## config.mk

```make
export PLATFORM = sky130hd
export DESIGN_NAME = block_cache_tag_controller_core
export DESIGN_NICKNAME = d
export VERILOG_FILES = /design/src/hw/rtl/bctc_pkg.sv /design/src/hw/rtl/block_cache_tag_controller_core.sv /design/src/hw/rtl/bctc_ctrl.sv /design/src/hw/rtl/bctc_dpath.sv
export SDC_FILE = /design/constraint.sdc
export NUM_CORES = 1
export LEC_CHECK = 0
export ABC_AREA = 0
export ABC_CLOCK_PERIOD_IN_PS = 10750
export BUFFER_PORTS_ARGS = -buffer_cell sky130_fd_sc_hd__buf_2
export CAP_MARGIN = 15
export CORE_MARGIN = 10
export CORE_UTILIZATION = 47
export DETAILED_ROUTE_END_ITERATION = 8
export PLACE_DENSITY = 0.63
export SYNTH_ARGS = -nofsm -noshare
export SYNTH_HDL_FRONTEND = slang
export SYNTH_SLANG_ARGS = --single-unit
```

## constraint.sdc

```tcl
create_clock -name clk -period 10.75 [get_ports clk]
set_input_delay 2.15 -clock clk [delete_from_list [all_inputs] [get_ports clk]]
set_output_delay 2.15 -clock clk [all_outputs]
set_load 0.03 [all_outputs]
```

## src/hw/rtl/bctc_pkg.sv

```systemverilog
// ----------------------------------------------------------------------------
// bctc_pkg: shared types and constants of the block cache tag controller
// Transfer payloads, mode codes, controller states and the command/status
// structs that join the controller and the datapath.
// ----------------------------------------------------------------------------
`default_nettype none

package bctc_pkg;

	// number of slots in the fully associative tag store
	localparam int SLOTS  = 16;
	localparam int SLOT_W = $clog2(SLOTS);

	// field widths
	localparam int BLK_W  = 32;
	localparam int BYTE_W = 13;

	localparam logic [BYTE_W-1:0] BLOCK_SIZE_RST = BYTE_W'(512);

	// request mode codes
	localparam logic [1:0] MODE_READ  = 2'd0;
	localparam logic [1:0] MODE_WRITE = 2'd1;
	localparam logic [1:0] MODE_FLUSH = 2'd2;
	localparam logic [1:0] MODE_NONE  = 2'd3;

	typedef struct packed {
		logic [1:0]        mode;
		logic [BLK_W-1:0]  block_number;
		logic [BYTE_W-1:0] offset;
		logic [BYTE_W-1:0] length;
	} req_item_t;

	typedef struct packed {
		logic             status;
		logic             hit;
		logic [3:0]       slot_index;
		logic             writeback_valid;
		logic [BLK_W-1:0] writeback_block;
		logic             fill_valid;
		logic [BLK_W-1:0] fill_block;
		logic             last;
	} rsp_item_t;

	typedef enum logic [1:0] {
		ST_IDLE,
		ST_ACCESS,
		ST_FLUSH,
		ST_DONE
	} state_t;

	// controller -> datapath
	typedef struct packed {
		logic capture;     // register the request
		logic access;      // do lookup/update, load result
		logic flush_step;  // handle current flush slot, advance
		logic emit_done;   // load the flush done result
	} cmd_t;

	// datapath -> controller
	typedef struct packed {
		logic [1:0] mode;
		logic       out_free;
		logic       cur_dirty;
		logic       cnt_last;
	} sts_t;

endpackage

`default_nettype wire

```

## src/hw/rtl/block_cache_tag_controller_core.sv

```systemverilog
// ----------------------------------------------------------------------------
// block_cache_tag_controller_core: write-back block cache tag engine
// Fully associative tag store with round-robin replacement, dirty tracking,
// bounds checking against a programmable block size and a flush sequencer.
// ----------------------------------------------------------------------------
//  channel | handshake             | payload     | role
//  --------+-----------------------+-------------+----------------------------
//  req     | req_valid / req_stall | req_item_t  | access or flush request
//  rsp     | rsp_valid / rsp_stall | rsp_item_t  | access / write-back / done
//  cfg     | cfg_valid / cfg_ready | cfg_data    | block size in bytes
//
//  Read/write/refused access: capture, then lookup and update through the
//  parallel tag compare, one result each. Flush: the slot counter steps
//  one slot per cycle, holding on a dirty slot while the result register
//  is busy; dirty slots each give one result, then the done result.
//  Reset: tags zero, all clean, victim pointer zero, block size 512.
//  A stalled result holds the sequencer only when it needs the result
//  register; a new request is taken while the last result waits.
`default_nettype none

module block_cache_tag_controller_core (
	input  wire logic                        clk,
	input  wire logic                        arst_n,
	input  wire logic                        req_valid,
	output logic                             req_stall,
	input  wire bctc_pkg::req_item_t         req,
	output logic                             rsp_valid,
	input  wire logic                        rsp_stall,
	output bctc_pkg::rsp_item_t              rsp,
	input  wire logic                        cfg_valid,
	output logic                             cfg_ready,
	input  wire logic [bctc_pkg::BYTE_W-1:0] cfg_data
);
	import bctc_pkg::*;

	cmd_t cmd;
	sts_t sts;

	// configuration is always taken
	assign cfg_ready = 1'b1;

	bctc_ctrl u_ctrl (
		.clk       (clk),
		.arst_n    (arst_n),
		.req_valid (req_valid),
		.req_stall (req_stall),
		.sts       (sts),
		.cmd       (cmd)
	);

	bctc_dpath u_dpath (
		.clk       (clk),
		.arst_n    (arst_n),
		.req       (req),
		.rsp_stall (rsp_stall),
		.rsp_valid (rsp_valid),
		.rsp       (rsp),
		.cfg_valid (cfg_valid),
		.cfg_data  (cfg_data),
		.cmd       (cmd),
		.sts       (sts)
	);

endmodule

`default_nettype wire

```

## src/hw/rtl/bctc_ctrl.sv

```systemverilog
// ----------------------------------------------------------------------------
// bctc_ctrl: sequencing state machine
// Accepts one request at a time, steps a flush over all slots and waits for
// the result register to drain before each result is loaded.
// ----------------------------------------------------------------------------
`default_nettype none

module bctc_ctrl (
	input  wire logic          clk,
	input  wire logic          arst_n,
	input  wire logic          req_valid,
	output logic               req_stall,
	input  wire bctc_pkg::sts_t sts,
	output bctc_pkg::cmd_t     cmd
);
	import bctc_pkg::*;

	state_t state_q, state_d;

	// state register
	always_ff @(posedge clk or negedge arst_n) begin
		if (!arst_n) begin
			state_q <= ST_IDLE;
		end else begin
			state_q <= state_d;
		end
	end

	// next state and commands
	always_comb begin
		state_d   = state_q;
		cmd       = '0;
		req_stall = 1'b1;
		unique case (state_q)
			ST_IDLE: begin
				req_stall = 1'b0;
				if (req_valid) begin
					cmd.capture = 1'b1;
					state_d     = ST_ACCESS;
				end
			end
			ST_ACCESS: begin
				priority if (sts.mode == MODE_FLUSH) begin
					state_d = ST_FLUSH;
				end else if (sts.mode == MODE_NONE) begin
					state_d = ST_IDLE;
				end else begin
					// read or write: wait for the result register
					if (sts.out_free) begin
						cmd.access = 1'b1;
						state_d    = ST_IDLE;
					end
				end
			end
			ST_FLUSH: begin
				// a dirty slot needs the result register; a clean one does not
				if (!sts.cur_dirty || sts.out_free) begin
					cmd.flush_step = 1'b1;
					if (sts.cnt_last) begin
						state_d = ST_DONE;
					end
				end
			end
			ST_DONE: begin
				if (sts.out_free) begin
					cmd.emit_done = 1'b1;
					state_d       = ST_IDLE;
				end
			end
			default: begin
				state_d = ST_IDLE;
			end
		endcase
	end

endmodule

`default_nettype wire

```

## src/hw/rtl/bctc_dpath.sv

```systemverilog
// ----------------------------------------------------------------------------
// bctc_dpath: tag store, dirty bits, victim pointer and result register
// Parallel tag compare with lowest-slot priority, round-robin victim choice,
// flush slot counter and the block size register.
// ----------------------------------------------------------------------------
`default_nettype none

module bctc_dpath (
	input  wire logic                      clk,
	input  wire logic                      arst_n,
	input  wire bctc_pkg::req_item_t       req,
	input  wire logic                      rsp_stall,
	output logic                           rsp_valid,
	output bctc_pkg::rsp_item_t            rsp,
	input  wire logic                      cfg_valid,
	input  wire logic [bctc_pkg::BYTE_W-1:0] cfg_data,
	input  wire bctc_pkg::cmd_t            cmd,
	output bctc_pkg::sts_t                 sts
);
	import bctc_pkg::*;

	req_item_t          req_q;
	logic [BYTE_W-1:0]  bsize_q;
	logic [BLK_W-1:0]   tags_q [SLOTS];
	logic [SLOTS-1:0]   dirty_q;
	logic [SLOT_W-1:0]  victim_q;
	logic [SLOT_W-1:0]  cnt_q;
	logic               out_valid_q;
	rsp_item_t          out_q;

	logic [BYTE_W:0]    span;
	logic               oob;
	logic [SLOTS-1:0]   match;
	logic               found;
	logic [SLOT_W-1:0]  hit_idx;
	logic [SLOT_W-1:0]  vnext;
	logic [SLOT_W-1:0]  rd_idx;
	logic [BLK_W-1:0]   rd_tag;
	logic               rd_dirty;
	logic               out_free;
	logic               is_write;
	rsp_item_t          acc_res;
	rsp_item_t          wb_res;
	rsp_item_t          done_res;

	// bounds check
	assign span = {1'b0, req_q.offset} + {1'b0, req_q.length};
	assign oob  = span > {1'b0, bsize_q};

	// tag compare, lowest matching slot wins
	always_comb begin
		for (int i = 0; i < SLOTS; i++) begin
			match[i] = (tags_q[i] == req_q.block_number);
		end
		hit_idx = '0;
		for (int i = SLOTS - 1; i >= 0; i--) begin
			if (match[i]) begin
				hit_idx = SLOT_W'(i);
			end
		end
	end
	assign found = |match;

	// round-robin pointer advances before it picks
	assign vnext = (victim_q == SLOT_W'(SLOTS - 1)) ? '0 : victim_q + 1'b1;

	// one shared read port: flush counter or next victim
	assign rd_idx   = (req_q.mode == MODE_FLUSH) ? cnt_q : vnext;
	assign rd_tag   = tags_q[rd_idx];
	assign rd_dirty = dirty_q[rd_idx];

	assign out_free = !out_valid_q || !rsp_stall;
	assign is_write = (req_q.mode == MODE_WRITE);

	// result of a read or write access
	always_comb begin
		acc_res = '0;
		acc_res.last = 1'b1;
		if (oob) begin
			acc_res.status = 1'b1;
		end else if (found) begin
			acc_res.hit        = 1'b1;
			acc_res.slot_index = 4'(hit_idx);
		end else begin
			acc_res.slot_index      = 4'(vnext);
			acc_res.writeback_valid = rd_dirty;
			acc_res.writeback_block = rd_dirty ? rd_tag : '0;
			acc_res.fill_valid      = 1'b1;
			acc_res.fill_block      = req_q.block_number;
		end
	end

	// flush write-back and done results
	always_comb begin
		wb_res                 = '0;
		wb_res.slot_index      = 4'(cnt_q);
		wb_res.writeback_valid = 1'b1;
		wb_res.writeback_block = rd_tag;
		done_res               = '0;
		done_res.last          = 1'b1;
	end

	// request capture and block size register
	always_ff @(posedge clk or negedge arst_n) begin
		if (!arst_n) begin
			bsize_q <= BLOCK_SIZE_RST;
		end else if (cfg_valid) begin
			bsize_q <= cfg_data;
		end
	end

	always_ff @(posedge clk) begin
		if (cmd.capture) begin
			req_q <= req;
		end
	end

	// tag store, dirty bits, victim pointer, flush counter
	always_ff @(posedge clk or negedge arst_n) begin
		if (!arst_n) begin
			for (int i = 0; i < SLOTS; i++) begin
				tags_q[i] <= '0;
			end
			dirty_q  <= '0;
			victim_q <= '0;
			cnt_q    <= '0;
		end else begin
			if (cmd.capture) begin
				cnt_q <= '0;
			end
			if (cmd.access && !oob) begin
				if (found) begin
					if (is_write) begin
						dirty_q[hit_idx] <= 1'b1;
					end
				end else begin
					victim_q       <= vnext;
					tags_q[vnext]  <= req_q.block_number;
					dirty_q[vnext] <= is_write;
				end
			end
			if (cmd.flush_step) begin
				dirty_q[cnt_q] <= 1'b0;
				cnt_q          <= cnt_q + 1'b1;
			end
		end
	end

	// result register
	always_ff @(posedge clk or negedge arst_n) begin
		if (!arst_n) begin
			out_valid_q <= 1'b0;
		end else if (cmd.access || (cmd.flush_step && rd_dirty) || cmd.emit_done) begin
			out_valid_q <= 1'b1;
		end else if (!rsp_stall) begin
			out_valid_q <= 1'b0;
		end
	end

	// commands are exclusive; no command keeps the register
	always_ff @(posedge clk) begin
		if (cmd.access) begin
			out_q <= acc_res;
		end else if (cmd.flush_step && rd_dirty) begin
			out_q <= wb_res;
		end else if (cmd.emit_done) begin
			out_q <= done_res;
		end
	end

	assign rsp_valid = out_valid_q;
	assign rsp       = out_q;

	// status to the controller
	always_comb begin
		sts           = '0;
		sts.mode      = req_q.mode;
		sts.out_free  = out_free;
		sts.cur_dirty = rd_dirty;
		sts.cnt_last  = (cnt_q == SLOT_W'(SLOTS - 1));
	end

endmodule

`default_nettype wire

```

==> flow_metrics.py <==
metrics = {
    "run_status": {
        "status": "finished clean",
    },
    "die": {
        "io_pins": 154,
        "fp.dieW_um": 304,
        "start_util_pct": 47.3,
        "die_height_um": 304,
        "die_area_um2": 92600,
        "core_um2": 80300,
        "rows": 104,
    },
    "clock_tree": {
        "cts_tree": "yes",
        "htree_levels": 3,
        "clk_pin_slew_ns": 0.06,
        "numCtsBuffers": 77,
        "clk_latency_ns": 0.63,
        "cts_buffer_depth": 3,
        "ctsHoldBuffers": 0,
        "cts_root_buf": "clkbuf_16",
        "post-cts-setup-buffer-count": 0,
        "numClockSinks": 685,
        "cts_resized": 0,
    },
    "drt": {
        "vias": 27100,
        "drcViolationCount": 0,
        "post_drt_wl_per_cell_um": 26.5,
        "totalWireLength_um": 118000,
        "drt_iter0_markers": 3254,
        "firstDrtPassIters": 5,
        "viasPerCell": 6.08,
        "antenna_left": 0,
    },
    "synthesis": {
        "synth_area_leaders": "dfrtp_1 (36%), mux2_2 (15%), edfxtp_1 (10%), xnor2_1 (6.4%), xor2_1 (5.8%)",
        "ys.flop_type": "dfrtp_1",
        "yosysMostFrequentCell": "dfrtp_1",
        "yosys-top-cells-count": "dfrtp_1 (551), mux2_2 (501), nand2_1 (308)",
        "yosys.cell_types.count": 67,
        "synthArstFlopShare_pct": 80.6,
        "synth.yosys.seq_area_share_pct": 46.9,
        "synth_edf_count": 132,
        "yosysTopAreaCellShare_pct": 36.3,
        "netlist_area_um2": 38000,
        "syn_area_per_cell_um2": 11.4,
        "synth-seq-cells": 685,
        "synth_warnings": 0,
        "syn-num-nets": 3453,
        "syn_inst": 3339,
        "synth_top_cell_by_area": "dfrtp_1",
    },
    "setup_path": {
        "crit_fanout": 41,
        "cp.arrival_ns": 7.02,
        "cp-end-kind": "register",
        "critPathLaunchType": "register",
        "rrSetupSlack_ns": 4.05,
        "rr_startpoint": "u_dpath.req_q[0]",
        "critPathKind": "register to register",
        "crit_required_ns": 11.07,
        "rr_worst_depth": 23,
        "worstReg2RegEnd": "u_dpath.rsp[46]",
    },
    "placement": {
        "io_buffers": 152,
        "hpwl_um": 76600,
        "dp.cells": 4310,
        "place_congestion": 0.912,
        "place_area_um2": 39200,
    },
    "run": {
        "max_cap_violations": 0,
    },
    "power_and_ir_drop": {
        "p_leak_nw": 17.7,
        "vdd_drop_max_mv": 0.163,
        "p_per_area_nw_per_um2": 275,
    },
    "layout": {
        "final_cells": 4454,
        "layout-drive-gt1-share_pct": 25.8,
        "area_delta_synth_final_pct": 9.96,
        "fin_nets": 3444,
        "utilization_pct": 52.0,
        "final_area_um2": 41800,
    },
    "timing": {
        "fin_crit_ns": 6.70,
        "rsz0062_at_grt": "false",
        "hold_viol_final": 0,
        "setup_viol": 0,
        "tns_ns": 0,
        "min_period_over_period_pct": 62.4,
        "tightestPinTransition_ns": 1.07,
        "slew_violations": 0,
        "fmax_mhz": 149,
        "max-slew-margin-rel_pct": 28.3,
        "clock_skew_ns": 0.0272,
    },
    "grt": {
        "grt_pass1_vias": 26800,
        "overflow": 0,
        "grt_pass1_wl_um": 175000,
        "grt_usage_pct": 24.6,
        "grt_max_degree": 195,
        "antenna_found_initial": 2,
    },
    "min_path": {
        "worstHoldEndpoint": "u_dpath.bsize_q[9]",
        "worstHoldStart": "u_dpath.bsize_q[9]",
        "worst_hold_path_type": "register to register",
        "whs_path_depth": 2,
    },
}
cell usage in the layout, fill, tap and decap left out, types with 69 or more instances in the layout:
master       n
dfrtp_1    551
mux2_2     501
nand2_1    308
xnor2_1    276
xor2_1     251
a211oi_1   196
buf_2      151
nor2b_1    132
edfxtp_1   132
nand4_1     88
clkbuf_16   81
nor4_1      78
buf_4       69
flip-flops by register name (all words and copies together), names as in the netlist:
register,cells
u_dpath.tags_q,512
u_dpath.req_q,58
u_dpath.bsize_q,13
u_dpath.dirty_q,16
u_dpath.rsp,73
u_dpath.sts,2
u_dpath.rsp_valid,1
u_dpath.cnt_q,4
u_dpath.victim_q,4
u_ctrl.state_q,2
through the flow:
step | worst slack (ns) | hold WS [ns] | power (mW)
2_1_floorplan | 4.39 | 0.480 | 6.85
3_3_place_gp | 4.13 | 0.500 | 8.58
3_5_place_dp | 4.13 | 0.503 | 8.66
4_1_cts | 4.13 | 0.509 | 11.4
5_1_grt | 3.60 | 0.523 | 12.0
6_report | 4.05 | 0.505 | 11.5
critical path: stages, from the launching register on:
cell and delay (ns):
edfxtp_1 0.37, ha_1 0.26, fa_1 0.42, a21o_1 0.20, a21oi_1 0.23, o21bai_1 0.10
a21oi_1 0.22, o21bai_1 0.13, a311oi_1 0.28, o21bai_1 0.11, a21oi_1 0.20, xnor2_1 0.09
ha_1 0.30, nand4_1 0.07, or4_4 0.50, o2bb2ai_2 0.15, a311oi_4 0.40, nand3_2 0.15
nand3b_4 0.49, nor2_2 0.23, buf_4 0.40, o21bai_2 0.09, buf_4 0.28, a211oi_1 0.69
cells by family after synthesis:
group | after synthesis | share of synthesized area, %
simple gates | 742 | 10.6
flops | 685 | 46.9
mux | 544 | 16.1
xor+xnor | 527 | 12.2
compound gates | 465 | 8.72
buf+inv | 339 | 4.37
fa+ha+maj | 36 | 1.21
other cells | 1 | 0.00987
cell type report:
cell class	instances	area (um^2)
Inverter	27	101
Antenna cell	1	2.50
Fill cell	7031	38500
Multi-Input combinational cell	2315	18600
Clock buffer	114	2220
Tap cell	1060	1330
Sequential cell	685	17800
Clock inverter	28	363
Timing Repair Buffer	224	1350
power by group:
group	internal [mW]	switching, mW
logic	1.54	3.46
clock network	1.63	1.10
registers	3.26	0.495
total	6.42	5.06
routing by layer:
metal | wire length [um] | global-route usage (%) | vias to the layer above
met5 | 0 | 0 | -
met4 | 4810 | 9.80 | 0
met3 | 8910 | 3.74 | 223
met2 | 51600 | 36.8 | 1113
met1 | 52500 | 35.2 | 13800
li1 | - | - | 11900
worst max-delay path by stage:
stage	depth (start not counted)	to	slack, ns	from
6_report	23	u_dpath.rsp[46]	4.05	u_dpath.req_q[0]
5_1_grt	23	u_dpath.rsp[46]	3.60	u_dpath.req_q[0]
4_1_cts	23	u_dpath.rsp[46]	4.13	u_dpath.req_q[0]
3_5_place_dp	23	u_dpath.rsp[46]	4.13	u_dpath.req_q[0]
3_3_place_gp	23	u_dpath.rsp[46]	4.13	u_dpath.req_q[0]
2_1_floorplan	2	u_dpath.rsp[10]	4.39	rsp_stall
No activity file was read; power rests on OpenSTA's default activity.
